## config.mk

```make
export PLATFORM = sky130hd
export DESIGN_NAME = pair_deque_with_dual_search
export DESIGN_NICKNAME = d
export VERILOG_FILES = /design/src/design/pdq_pkg.sv /design/src/design/pdq_ram.sv /design/src/design/pdq_seq.sv /design/src/design/pair_deque_with_dual_search.sv
export SDC_FILE = /design/constraint.sdc
export NUM_CORES = 2
export LEC_CHECK = 0
export BUFFER_PORTS_ARGS = -buffer_cell sky130_fd_sc_hd__buf_2
export CAP_MARGIN = 15
export CORE_MARGIN = 4
export CORE_UTILIZATION = 35
export DETAILED_ROUTE_END_ITERATION = 16
export SLEW_MARGIN = 20
export SYNTH_ARGS = -nofsm -noshare
export SYNTH_HDL_FRONTEND = slang
export SYNTH_SLANG_ARGS = --single-unit
export TNS_END_PERCENT = 10
```

## constraint.sdc

```tcl
create_clock -name clk -period 6.89 [get_ports clk]
set_input_delay 0.3445 -clock clk [delete_from_list [all_inputs] [get_ports clk]]
set_output_delay 0.3445 -clock clk [all_outputs]
set_load 0.02 [all_outputs]
```

## src/design/pdq_pkg.sv

```systemverilog
// Shared types and defaults for the pair deque with dual search.
package pdq_pkg;

  localparam int DEPTH_DEF      = 64;
  localparam int DATA_WIDTH_DEF = 32;

  typedef enum logic [1:0] {
    FUNC_PUSH   = 2'd0,
    FUNC_POP    = 2'd1,
    FUNC_SEARCH = 2'd2
  } func_e_t;

  typedef enum logic [1:0] {
    STATUS_OK    = 2'd0,
    STATUS_FULL  = 2'd1,
    STATUS_EMPTY = 2'd2
  } status_e_t;

  typedef struct packed {
    status_e_t status;
    logic      back_valid;
    logic      found_first;
    logic      found_second;
  } res_flags_t;

endpackage

```

## src/design/pdq_ram.sv

```systemverilog
// Generic single-clock RAM: one write port, one read port with registered data.
module pdq_ram #(
  parameter int WIDTH = pdq_pkg::DATA_WIDTH_DEF,
  parameter int DEPTH = pdq_pkg::DEPTH_DEF,
  localparam int AW   = (DEPTH > 1) ? $clog2(DEPTH) : 1
) (
  input  logic             clk,
  input  logic             wr_en,
  input  logic [AW-1:0]    wr_addr,
  input  logic [WIDTH-1:0] wr_data,
  input  logic             rd_en,
  input  logic [AW-1:0]    rd_addr,
  output logic [WIDTH-1:0] rd_data
);

  logic [WIDTH-1:0] mem [DEPTH];
  logic [WIDTH-1:0] rd_data_r;

  always_ff @(posedge clk) begin
    if (wr_en) begin
      mem[wr_addr] <= wr_data;
    end
    if (rd_en) begin
      rd_data_r <= mem[rd_addr];
    end
  end

  assign rd_data = rd_data_r;

endmodule

```

## src/design/pdq_seq.sv

```systemverilog
// Request sequencer: owns the ring indices and drives the entry RAM per request.
module pdq_seq #(
  parameter int DEPTH      = pdq_pkg::DEPTH_DEF,
  parameter int DATA_WIDTH = pdq_pkg::DATA_WIDTH_DEF,
  localparam int AW        = (DEPTH > 1) ? $clog2(DEPTH) : 1,
  localparam int CW        = $clog2(DEPTH + 1)
) (
  input  logic                  clk,
  input  logic                  rst_n,
  // request side
  input  logic                  in_valid,
  output logic                  in_stall,
  input  logic [1:0]            in_func,
  input  logic [DATA_WIDTH-1:0] in_value_a,
  input  logic [DATA_WIDTH-1:0] in_value_b,
  // result side
  output logic                  res_valid,
  input  logic                  res_ready,
  output pdq_pkg::res_flags_t   res_flags,
  output logic [DATA_WIDTH-1:0] res_front,
  output logic [DATA_WIDTH-1:0] res_back,
  output logic [CW-1:0]         res_occupancy,
  // entry RAM
  output logic                  mem_wr_en,
  output logic [AW-1:0]         mem_wr_addr,
  output logic [DATA_WIDTH-1:0] mem_wr_data,
  output logic                  mem_rd_en,
  output logic [AW-1:0]         mem_rd_addr,
  input  logic [DATA_WIDTH-1:0] mem_rd_data
);

  localparam logic [AW-1:0] LAST_SLOT = AW'(DEPTH - 1);

  typedef enum logic [2:0] {
    ST_IDLE,
    ST_PUSH_B,
    ST_POP_F,
    ST_POP_B,
    ST_SRCH,
    ST_FINISH
  } state_t;

  state_t                state_r, state_nxt;
  logic [AW-1:0]         front_r, front_nxt;
  logic [AW-1:0]         back_r, back_nxt;
  logic [CW-1:0]         count_r, count_nxt;
  logic [AW-1:0]         pos_r, pos_nxt;
  logic [CW-1:0]         left_r, left_nxt;
  logic                  pend_r, pend_nxt;
  logic                  two_r, two_nxt;
  logic [DATA_WIDTH-1:0] key_a_r, key_a_nxt;
  logic [DATA_WIDTH-1:0] key_b_r, key_b_nxt;
  pdq_pkg::status_e_t    status_r, status_nxt;
  logic [DATA_WIDTH-1:0] fo_r, fo_nxt;
  logic [DATA_WIDTH-1:0] bo_r, bo_nxt;
  logic                  bv_r, bv_nxt;
  logic                  f1_r, f1_nxt;
  logic                  f2_r, f2_nxt;

  function automatic logic [AW-1:0] slot_next(input logic [AW-1:0] i);
    return (i == LAST_SLOT) ? '0 : AW'(i + 1'b1);
  endfunction

  function automatic logic [AW-1:0] slot_prev(input logic [AW-1:0] i);
    return (i == '0) ? LAST_SLOT : AW'(i - 1'b1);
  endfunction

  logic push_full;
  assign push_full = ((CW + 1)'(count_r) + (CW + 1)'(2)) > (CW + 1)'(DEPTH);

  always_comb begin
    state_nxt   = state_r;
    front_nxt   = front_r;
    back_nxt    = back_r;
    count_nxt   = count_r;
    pos_nxt     = pos_r;
    left_nxt    = left_r;
    pend_nxt    = pend_r;
    two_nxt     = two_r;
    key_a_nxt   = key_a_r;
    key_b_nxt   = key_b_r;
    status_nxt  = status_r;
    fo_nxt      = fo_r;
    bo_nxt      = bo_r;
    bv_nxt      = bv_r;
    f1_nxt      = f1_r;
    f2_nxt      = f2_r;
    mem_wr_en   = 1'b0;
    mem_wr_addr = back_r;
    mem_wr_data = key_b_r;
    mem_rd_en   = 1'b0;
    mem_rd_addr = front_r;
    res_valid   = 1'b0;

    unique case (state_r)
      ST_IDLE: begin
        if (in_valid) begin
          status_nxt = pdq_pkg::STATUS_OK;
          fo_nxt     = '0;
          bo_nxt     = '0;
          bv_nxt     = 1'b0;
          f1_nxt     = 1'b0;
          f2_nxt     = 1'b0;
          key_a_nxt  = in_value_a;
          key_b_nxt  = in_value_b;
          unique case (pdq_pkg::func_e_t'(in_func))
            pdq_pkg::FUNC_PUSH: begin
              if (push_full) begin
                status_nxt = pdq_pkg::STATUS_FULL;
                state_nxt  = ST_FINISH;
              end else begin
                // front goes in now, back in the next cycle
                mem_wr_en   = 1'b1;
                mem_wr_addr = slot_prev(front_r);
                mem_wr_data = in_value_a;
                front_nxt   = slot_prev(front_r);
                count_nxt   = CW'(count_r + CW'(2));
                state_nxt   = ST_PUSH_B;
              end
            end
            pdq_pkg::FUNC_POP: begin
              if (count_r == '0) begin
                status_nxt = pdq_pkg::STATUS_EMPTY;
                state_nxt  = ST_FINISH;
              end else begin
                mem_rd_en   = 1'b1;
                mem_rd_addr = front_r;
                front_nxt   = slot_next(front_r);
                two_nxt     = (count_r != CW'(1));
                count_nxt   = (count_r != CW'(1)) ? CW'(count_r - CW'(2)) : '0;
                state_nxt   = ST_POP_F;
              end
            end
            pdq_pkg::FUNC_SEARCH: begin
              pos_nxt   = front_r;
              left_nxt  = count_r;
              pend_nxt  = 1'b0;
              state_nxt = ST_SRCH;
            end
            default: begin
              state_nxt = ST_FINISH;
            end
          endcase
        end
      end

      ST_PUSH_B: begin
        mem_wr_en   = 1'b1;
        mem_wr_addr = back_r;
        mem_wr_data = key_b_r;
        back_nxt    = slot_next(back_r);
        state_nxt   = ST_FINISH;
      end

      ST_POP_F: begin
        fo_nxt = mem_rd_data;
        if (two_r) begin
          mem_rd_en   = 1'b1;
          mem_rd_addr = slot_prev(back_r);
          back_nxt    = slot_prev(back_r);
          state_nxt   = ST_POP_B;
        end else begin
          state_nxt = ST_FINISH;
        end
      end

      ST_POP_B: begin
        bo_nxt    = mem_rd_data;
        bv_nxt    = 1'b1;
        state_nxt = ST_FINISH;
      end

      ST_SRCH: begin
        // compare the word read last cycle while issuing the next read
        if (pend_r) begin
          if (mem_rd_data == key_a_r) f1_nxt = 1'b1;
          if (mem_rd_data == key_b_r) f2_nxt = 1'b1;
        end
        if (left_r != '0) begin
          mem_rd_en   = 1'b1;
          mem_rd_addr = pos_r;
          pos_nxt     = slot_next(pos_r);
          left_nxt    = CW'(left_r - 1'b1);
          pend_nxt    = 1'b1;
        end else begin
          pend_nxt  = 1'b0;
          state_nxt = ST_FINISH;
        end
      end

      ST_FINISH: begin
        res_valid = 1'b1;
        if (res_ready) state_nxt = ST_IDLE;
      end

      default: begin
        state_nxt = ST_IDLE;
      end
    endcase
  end

  always_ff @(posedge clk) begin
    if (!rst_n) begin
      state_r <= ST_IDLE;
      front_r <= '0;
      back_r  <= '0;
      count_r <= '0;
      left_r  <= '0;
      pend_r  <= 1'b0;
    end else begin
      state_r <= state_nxt;
      front_r <= front_nxt;
      back_r  <= back_nxt;
      count_r <= count_nxt;
      left_r  <= left_nxt;
      pend_r  <= pend_nxt;
    end
    pos_r    <= pos_nxt;
    two_r    <= two_nxt;
    key_a_r  <= key_a_nxt;
    key_b_r  <= key_b_nxt;
    status_r <= status_nxt;
    fo_r     <= fo_nxt;
    bo_r     <= bo_nxt;
    bv_r     <= bv_nxt;
    f1_r     <= f1_nxt;
    f2_r     <= f2_nxt;
  end

  assign in_stall               = (state_r != ST_IDLE);
  assign res_flags.status       = status_r;
  assign res_flags.back_valid   = bv_r;
  assign res_flags.found_first  = f1_r;
  assign res_flags.found_second = f2_r;
  assign res_front              = fo_r;
  assign res_back               = bo_r;
  assign res_occupancy          = count_r;

  // ring consistency: back sits count slots after front
  logic [CW:0]   ring_sum;
  logic [CW:0]   ring_wrap;
  assign ring_sum  = (CW + 1)'(front_r) + (CW + 1)'(count_r);
  assign ring_wrap = (ring_sum >= (CW + 1)'(DEPTH)) ? (ring_sum - (CW + 1)'(DEPTH)) : ring_sum;

  a_count_bound: assert property (@(posedge clk) disable iff (!rst_n)
    count_r <= CW'(DEPTH))
    else $error("entry count exceeds depth");

  a_ring_consistent: assert property (@(posedge clk) disable iff (!rst_n)
    state_r == ST_IDLE |-> AW'(ring_wrap) == back_r)
    else $error("front, back and count disagree");

  a_port_exclusive: assert property (@(posedge clk) disable iff (!rst_n)
    !(mem_wr_en && mem_rd_en))
    else $error("RAM read and write in the same cycle");

  a_full_only_when_full: assert property (@(posedge clk) disable iff (!rst_n)
    res_valid && res_flags.status == pdq_pkg::STATUS_FULL |-> push_full)
    else $error("full flagged with room left");

endmodule

```

## src/design/pair_deque_with_dual_search.sv

```systemverilog
// Top level of the pair deque with dual search: sequencer, entry RAM, result register.
//
//  channel | dir | handshake          | payload
//  --------+-----+--------------------+------------------------------------------------
//  in_     | in  | in_valid/in_stall  | func, value_a, value_b
//  out_    | out | out_valid/out_stall| status, front_out, back_out, back_valid,
//          |     |                    | found_first, found_second, occupancy
//
// One request at a time. A push writes the front entry, then the back one; a pop reads the front
// entry, then the back one if more than one is stored. In a search the walk reads one stored entry
// per cycle through the single RAM read port and checks both keys against it.
// A result waits in the output register while the next request is taken.
// rst_n is synchronous; it clears the indices and count, the RAM keeps its contents.
module pair_deque_with_dual_search #(
  parameter int DEPTH      = pdq_pkg::DEPTH_DEF,
  parameter int DATA_WIDTH = pdq_pkg::DATA_WIDTH_DEF,
  localparam int AW        = (DEPTH > 1) ? $clog2(DEPTH) : 1,
  localparam int CW        = $clog2(DEPTH + 1)
) (
  input  logic                  clk,
  input  logic                  rst_n,
  input  logic                  in_valid,
  output logic                  in_stall,
  input  logic [1:0]            in_func,
  input  logic [DATA_WIDTH-1:0] in_value_a,
  input  logic [DATA_WIDTH-1:0] in_value_b,
  output logic                  out_valid,
  input  logic                  out_stall,
  output logic [1:0]            out_status,
  output logic [DATA_WIDTH-1:0] out_front_out,
  output logic [DATA_WIDTH-1:0] out_back_out,
  output logic                  out_back_valid,
  output logic                  out_found_first,
  output logic                  out_found_second,
  output logic [CW-1:0]         out_occupancy
);

  logic                  mem_wr_en;
  logic [AW-1:0]         mem_wr_addr;
  logic [DATA_WIDTH-1:0] mem_wr_data;
  logic                  mem_rd_en;
  logic [AW-1:0]         mem_rd_addr;
  logic [DATA_WIDTH-1:0] mem_rd_data;

  logic                  res_valid;
  logic                  res_ready;
  pdq_pkg::res_flags_t   res_flags;
  logic [DATA_WIDTH-1:0] res_front;
  logic [DATA_WIDTH-1:0] res_back;
  logic [CW-1:0]         res_occupancy;

  pdq_ram #(
    .WIDTH (DATA_WIDTH),
    .DEPTH (DEPTH)
  ) u_ram (
    .clk     (clk),
    .wr_en   (mem_wr_en),
    .wr_addr (mem_wr_addr),
    .wr_data (mem_wr_data),
    .rd_en   (mem_rd_en),
    .rd_addr (mem_rd_addr),
    .rd_data (mem_rd_data)
  );

  pdq_seq #(
    .DEPTH      (DEPTH),
    .DATA_WIDTH (DATA_WIDTH)
  ) u_seq (
    .clk           (clk),
    .rst_n         (rst_n),
    .in_valid      (in_valid),
    .in_stall      (in_stall),
    .in_func       (in_func),
    .in_value_a    (in_value_a),
    .in_value_b    (in_value_b),
    .res_valid     (res_valid),
    .res_ready     (res_ready),
    .res_flags     (res_flags),
    .res_front     (res_front),
    .res_back      (res_back),
    .res_occupancy (res_occupancy),
    .mem_wr_en     (mem_wr_en),
    .mem_wr_addr   (mem_wr_addr),
    .mem_wr_data   (mem_wr_data),
    .mem_rd_en     (mem_rd_en),
    .mem_rd_addr   (mem_rd_addr),
    .mem_rd_data   (mem_rd_data)
  );

  logic                  out_valid_r, out_valid_nxt;
  pdq_pkg::res_flags_t   flags_r;
  logic [DATA_WIDTH-1:0] front_r;
  logic [DATA_WIDTH-1:0] back_r;
  logic [CW-1:0]         occ_r;
  logic                  load;

  // take a new result when the register is empty or being drained
  assign res_ready = !out_valid_r || !out_stall;
  assign load      = res_valid && res_ready;

  always_comb begin
    out_valid_nxt = out_valid_r;
    if (load) begin
      out_valid_nxt = 1'b1;
    end else if (!out_stall) begin
      out_valid_nxt = 1'b0;
    end
  end

  always_ff @(posedge clk) begin
    if (!rst_n) begin
      out_valid_r <= 1'b0;
    end else begin
      out_valid_r <= out_valid_nxt;
    end
    if (load) begin
      flags_r <= res_flags;
      front_r <= res_front;
      back_r  <= res_back;
      occ_r   <= res_occupancy;
    end
  end

  assign out_valid        = out_valid_r;
  assign out_status       = flags_r.status;
  assign out_front_out    = front_r;
  assign out_back_out     = back_r;
  assign out_back_valid   = flags_r.back_valid;
  assign out_found_first  = flags_r.found_first;
  assign out_found_second = flags_r.found_second;
  assign out_occupancy    = occ_r;

endmodule
```

; ---- Word-level counts from Yosys, hierarchy flattened
; Memories as Yosys holds them, arrays and structs flattened. A register that Yosys moved wholly into a read port is not among the register bits.
; Cells that the tools add are included.
[classes]
n_addsub = 9
n_bitwise = 1
n_lt_le_gt_ge = 1
n_eq_ne = 25
n_mux = 73
reduce_logical = 28
[ops]
columns = cell, n
row1 = 2-to-1 mux 32 bit, 5
row2 = case mux 32 bit (2 select lines), 2
row3 = 2-to-1 mux 6 bit, 17
row4 = == test 32 bit, 2
row5 = case mux 6 bit (2 select lines), 4
row6 = 2-to-1 mux 7 bit, 6
row7 = case mux 7 bit (2 select lines), 2
row8 = 2-to-1 mux 1 bit, 21
row9 = "adder 6 x 1 -> 6 bit, second input constant", 3
row10 = "== test 6 bit, second input constant", 3
row11 = 2-to-1 mux 3 bit, 6
row12 = AND reduction 4 bit, 4
row13 = case mux 3 bit (5 select lines), 1
row14 = logical NOT 6 bit, 2
row15 = "inequality test 2 x 1 -> 1 bit, second input constant", 6
row16 = "inequality test 2 bit, second input constant", 6
row17 = "subtractor 6 x 1 -> 6 bit, second input constant", 2
row18 = case mux 1 bit (2 select lines), 5
row19 = nonzero test 2 bit, 5
row20 = case mux 3 bit (3 select lines), 1
row21 = "adder 7 x 2 -> 8 bit, second input constant", 1
row22 = "greater-than comparator 8 x 7 -> 1 bit, second input constant", 1
row23 = AND reduction 2 bit, 4
row24 = "adder 7 x 2 -> 7 bit, second input constant", 1
row25 = 23 further kinds, 27
[word_totals]
regBits = 247
out_inout_bits = 78
mem_bits_rw = 2048
elab_cells = 162
n_memories = 1
input_bits = 70
[memory_table]
columns = memory, depth, width, rd, rd_clocked_by_memory_dff, wr, line
row1 = u_ram.mem, 64, 32, 1, 1, 1, pdq_ram.sv:16  ; logic [WIDTH-1:0] mem [DEPTH];

; ---- Logic depth before layout (Yosys ltp)
[depth]
depth_word = 8
depth_mapped = 17
ltp_nobuf = 10

; ---- Modules after synthesis
; Synthesis repeated with hierarchy kept, for this count alone.
[unflattened]
hier_cells = 4317
hier_area_um2 = 90181.5
[by_module_without_submodules]
columns = mod, seq_area_each_um2, area_per_inst_um2, n_inst, cells_per_inst
row1 = pdq_ram, 62459.9, 79359.9, 1, 3511
row2 = pdq_seq, 4784.6, 8498.2, 1, 725
row3 = pair_deque_with_dual_search, 2302.2, 2323.5, 1, 81

; ---- Least setup slack after synthesis
; Ideal clock, no wire load.
[synth_path]
path_type = register to register
startpoint = reg u_seq.count_r[1] (netlist: u_seq.res_occupancy[1])
endpoint = mem u_ram.mem[33][0] (netlist name), enable pin
path_buffers = 3
setup_slack_ps = 1315
setup_ps = 468
required_time_ps = 6422
t_arrival_ps = 5107
period_less_slack_ps = 5575
stages_incl_launch_ff = 13
path_cell_list = dfxtp_1 -> clkbuf_1 -> inv_1 -> ha_1 -> nand2b_1 -> o31ai_1 -> a22oi_1 -> or3_1 -> clkbuf_1 -> buf_2 -> mux2_2 -> a31oi_1 -> nor3b_1
[synth_via]
elab_chain_len = 8
elab_cells_between_ends = 12
cone_classes = 1 x add/sub / 1 x order compare / 10 x mux
[synth_lines]
columns = element, line
row1 = start: declaration, pdq_seq.sv:46  ; logic [CW-1:0] count_r, count_nxt;
row2 = start signal: assignment, pdq_seq.sv:214  ; count_r <= count_nxt;
row3 = adder 7 x 2 -> 8 bit (*), pdq_seq.sv:69  ; assign push_full = ((CW + 1)'(count_r) + (CW + 1)'(2)) > (CW + 1)'(DEPTH);
row4 = greater-than comparator 8 x 7 -> 1 bit (*), pdq_seq.sv:69
row5 = 2-to-1 mux 1 bit, pdq_seq.sv:108  ; if (push_full) begin
row6 = 2-to-1 mux 1 bit, pdq_seq.sv:106  ; unique case (pdq_pkg::func_e_t'(in_func))
row7 = 2-to-1 mux 1 bit, pdq_seq.sv:97  ; if (in_valid) begin
row8 = case mux 1 bit (2 select lines), pdq_seq.sv:95  ; unique case (state_r)
row9 = 2-to-1 mux 1 bit, pdq_ram.sv:20  ; if (wr_en) begin
row10 = 2-to-1 mux 1 bit (not written as such), pdq_ram.sv:21  ; mem[wr_addr] <= wr_data;
row11 = end: declaration, pdq_ram.sv:16
; Every way passes the cells marked *; elsewhere a longest branch is shown, timed or not.

; ---- Final worst setup path
[layout_path]
startpoint = reg u_seq.state_r[2]
endpoint = reg u_ram.rd_data_r[5] (netlist: u_ram.rd_data[5]) (read register of u_ram.mem) (data pin)
[layout_via]
elab_chain_len = 2
elab_cells_between_ends = 5
cone_classes = 2 x eq/ne / 2 x mux / 1 x reduce/logical
[layout_lines]
columns = element, line
row1 = start: declaration, pdq_seq.sv:43  ; state_t state_r, state_nxt;
row2 = start signal: assignment, pdq_seq.sv:211  ; state_r <= state_nxt;
row3 = "== test 3 bit, or another cell as far along", pdq_seq.sv:95
row4 = case mux 1 bit (3 select lines) / case mux 6 bit (2 select lines) (equally long branches), pdq_seq.sv:95
row5 = end: declaration, pdq_ram.sv:17  ; logic [WIDTH-1:0] rd_data_r;
; Parallel ways exist; a longest one is shown, timed or not.
; A chain may end at the register's enable or synchronous reset.

==> out/metrics.cfg <==
[detailed_routing]
wl_um = 291500
wl_per_cell_um = 29.61
drt-initial-drc-count = 7770
first_pass_iters = 6
via_per_inst = 5.684
ant_nets = 0
drcViolationCount = 0
vias = 55942

[pwr]
power.leakage_nw = 35.93
p_comb_share_pct = 23.4
p_switching_mw = 12.27
ir_worst_vdd_v = 0.0003135
p_int_mw = 26.45
p_seq_share_pct = 44.0
power_density_nw_per_um2 = 364.4
power.clock.fraction_pct = 32.6
p_sw_share_pct = 31.69

[cells_and_area]
design_area_um2 = 106300
fin_cells = 9842
most-common-layout-cells = edfxtp_1 (2295), nand2_1 (938), a21oi_1 (353)
mostFrequentLayoutCell = edfxtp_1
area_growth_pct = 15.63
final_nets = 6232
drive_gt1_share_pct = 15.74
multi_input_area_um2 = 21210
regArea_um2 = 69520
fill_cells = 23267

[global_route]
grt_pass1_wl_um = 406700
grt_use_total_pct = 20.85
antenna_found_initial = 19
grt_overflow = 0
grt_pass1_vias = 53140
grt_start_max_net_pins = 141

[synth]
synth-seq-cells = 2325
syn_avg_cell_area_um2 = 15.76
synth.distinct_cells = 88
synth_area_um2 = 91920
synthMuxAreaShare_pct = 6.944
synth_adder_area_share_pct = 0.1225
synthCells = 5831
synth-async-reset-ratio_pct = 0
synth_top_family_by_area = simple AND/OR/NAND/NOR gates
yosys.area_share.simple_pct = 7.604
ys_warn_count = 0
synthFlopType = edfxtp_1
synth-edff-count = 2295
seq_area_frac_synth_pct = 75.63
synthesis.nets = 5910
synthXorXnorAreaFrac_pct = 0.7718
synth_compound_area_share_pct = 6.855

[placement]
portBuffers = 146
dpl-instance-area_um2 = 97970
dpl.cell_count = 9347
dp_slack_ns = 1.198
dp_hpwl_um = 170900
gp_congestion = 0.8867

[clocking]
cts_buffers = 228
insertion_delay_ns = 0.89
clk_pin_slew_ns = 0.06
cts_tree = yes
postCtsHoldBufs = 71
clockRootBuffer = clkbuf_16
cts_resized = 0
clock_path_buffers = 3
htreeDepth = 4
cts.sinks = 2325
post_cts_buffers = 0

[worst_setup_path]
cp.arrival_ns = 6.66
path_class = reg2reg
critical-path-max-stage-delay_ns = 0.98
cp-start-kind = flop
path_cells = or3b_1 -> a21oi_4 -> o221a_4 -> buf_12 -> buf_4 -> mux2i_1 -> nor3_1 -> a21oi_1 -> a31oi_1 -> o211a_1
crit_family = compound AO/OA/AOI/OAI gates
end_kind = flop
crit_path_max_fanout = 121
path_buf_inv = 2
critical_path.slowest_cell = a31oi_1
required_ns = 7.57

[sta]
min_period_ns = 5.979
slew_viol_final = 0
fin_setup_tns_ns = 0
fmax_mhz = 167.2
timing.hold.ws_ns = 0.1770
finClkSkew_ns = 0.05096
period_share_pct = 86.78
grt_setup_unrepaired = no
finalHoldViolCount = 0
worstMarginPinSlew_ns = 1.305
maxSlewHeadroom_pct = 12.63
worst_slack_ns = 0.9107
setup_viol = 0

[hold_path]
min_path_type = in2reg

[die]
die_w_um = 520.5
ios = 148
rows = 187
fp.dieH_um = 520.5
die_area_um2 = 270900
core_um2 = 260400
start_util_pct = 35.30

[job]
max-cap-violations = 0

[outcome]
status = finished clean

[cells in the mapped netlist, types with 13 or more instances]
cell	instances	area (um^2)
a32oi_1	13	113.9
o221ai_1	77	674.4
edfxtp_1	2295	68920
mux4_2	121	2725
nand4_1	24	150.1
a21oi_1	355	1777
dfxtp_1	30	600.6
o22ai_1	66	412.9
buf_1	37	138.9
and2_1	51	319.1
nand3_1	189	945.9
buf_4	40	300.3
a221oi_1	20	175.2
and3_1	53	331.6
or3_1	15	93.84
nor2_1	111	416.7
buf_6	20	225.2
a31oi_1	59	369.1
o211a_1	17	170.2
nand2b_1	14	87.58
o21ai_0	151	755.7
a221o_1	20	200.2
buf_2	101	505.5
inv_1	17	63.81
a211oi_1	24	180.2
mux2_2	51	574.3
xnor2_1	42	367.9
xor2_1	39	341.6
nor4_1	39	244.0
clkbuf_1	161	604.3
nand2_1	941	3532
mux2i_1	308	3083
a2111oi_0	13	113.9
nor3_1	113	565.5
[state kept, by name, indices dropped and copies added, names as in the netlist, 7 cells and up]
signal	cells
u_seq.key_b_r	32
out_front_out	32
u_ram.rd_data	32
u_seq.res_front	32
u_seq.key_a_r	32
u_ram.mem	2048
out_back_out	32
u_seq.left_r	7
u_seq.res_back	32
[worst paths after layout]
path                      startpoint                end  cells past startpoint  slack [ns]
setup / recovery    u_seq.state_r[2]   u_ram.rd_data[5]                     10        0.91
hold reg to reg   u_seq.res_back[23]   out_back_out[23]                      0        0.41
setup reg to reg    u_seq.state_r[2]   u_ram.rd_data[5]                     10        0.91
hold / removal        in_value_b[24]  u_seq.key_b_r[24]                      2        0.18
[cells by family after synthesis]
kind of cell | count (synthesis)
DFF | 2325
adders and majority gates | 9
muxes | 480
xor gates and xnor gates | 81
and+or+nand+nor | 1591
buffers and inverters | 380
AOI/OAI and AO/OA | 963
other | 2
[layer usage]
metal	vias to the layer above	part of all wire, %	GRT usage [%]
met1	28645	39	27.99
li1	23302	-	-
met2	3393	45	31.80
met3	592	11	5.476
met5	-	0.021	0
met4	10	5.0	9.483
[power groups by stage]
stage / Sequential, mW / Clock, mW / Combinational [mW]
global route: 17.1 / 13.4 / 9.42
finish: 17.0 / 12.6 / 9.06
global placement: 17.3 / 0 / 8.72
detailed placement: 17.3 / 0 / 8.82
CTS: 17.0 / 12.8 / 8.89
floorplan: 17.2 / 0 / 4.98
[worst register-to-register path, cell delays in order, from the launching register on]
cell,delay (ns)
dfxtp_1,0.69
or3b_1,0.70
a21oi_4,0.64
o221a_4,0.81
buf_12,0.70
buf_4,0.45
mux2i_1,0.09
nor3_1,0.19
a21oi_1,0.07
a31oi_1,0.98
o211a_1,0.46
[layout make-up]
cell class,instances,area share [%]
Multi-Input combinational cell,3126,19.96
Clock inverter,133,1.516
Inverter,18,0.06475
Sequential cell,2325,65.41
Timing Repair Buffer,454,3.332
Antenna cell,7,0.01648
Tap cell,3496,4.116
Clock buffer,283,5.591
[per-stage QoR]
step                      power (mW)  utilization [%]
after CTS                      38.69            40.79
after floorplan                22.16                -
after global routing           39.86            40.81
final                          38.72            40.81
after detailed placement       26.15            37.62
after global placement         26.04            37.58
(Power assumes the default switching activity.)
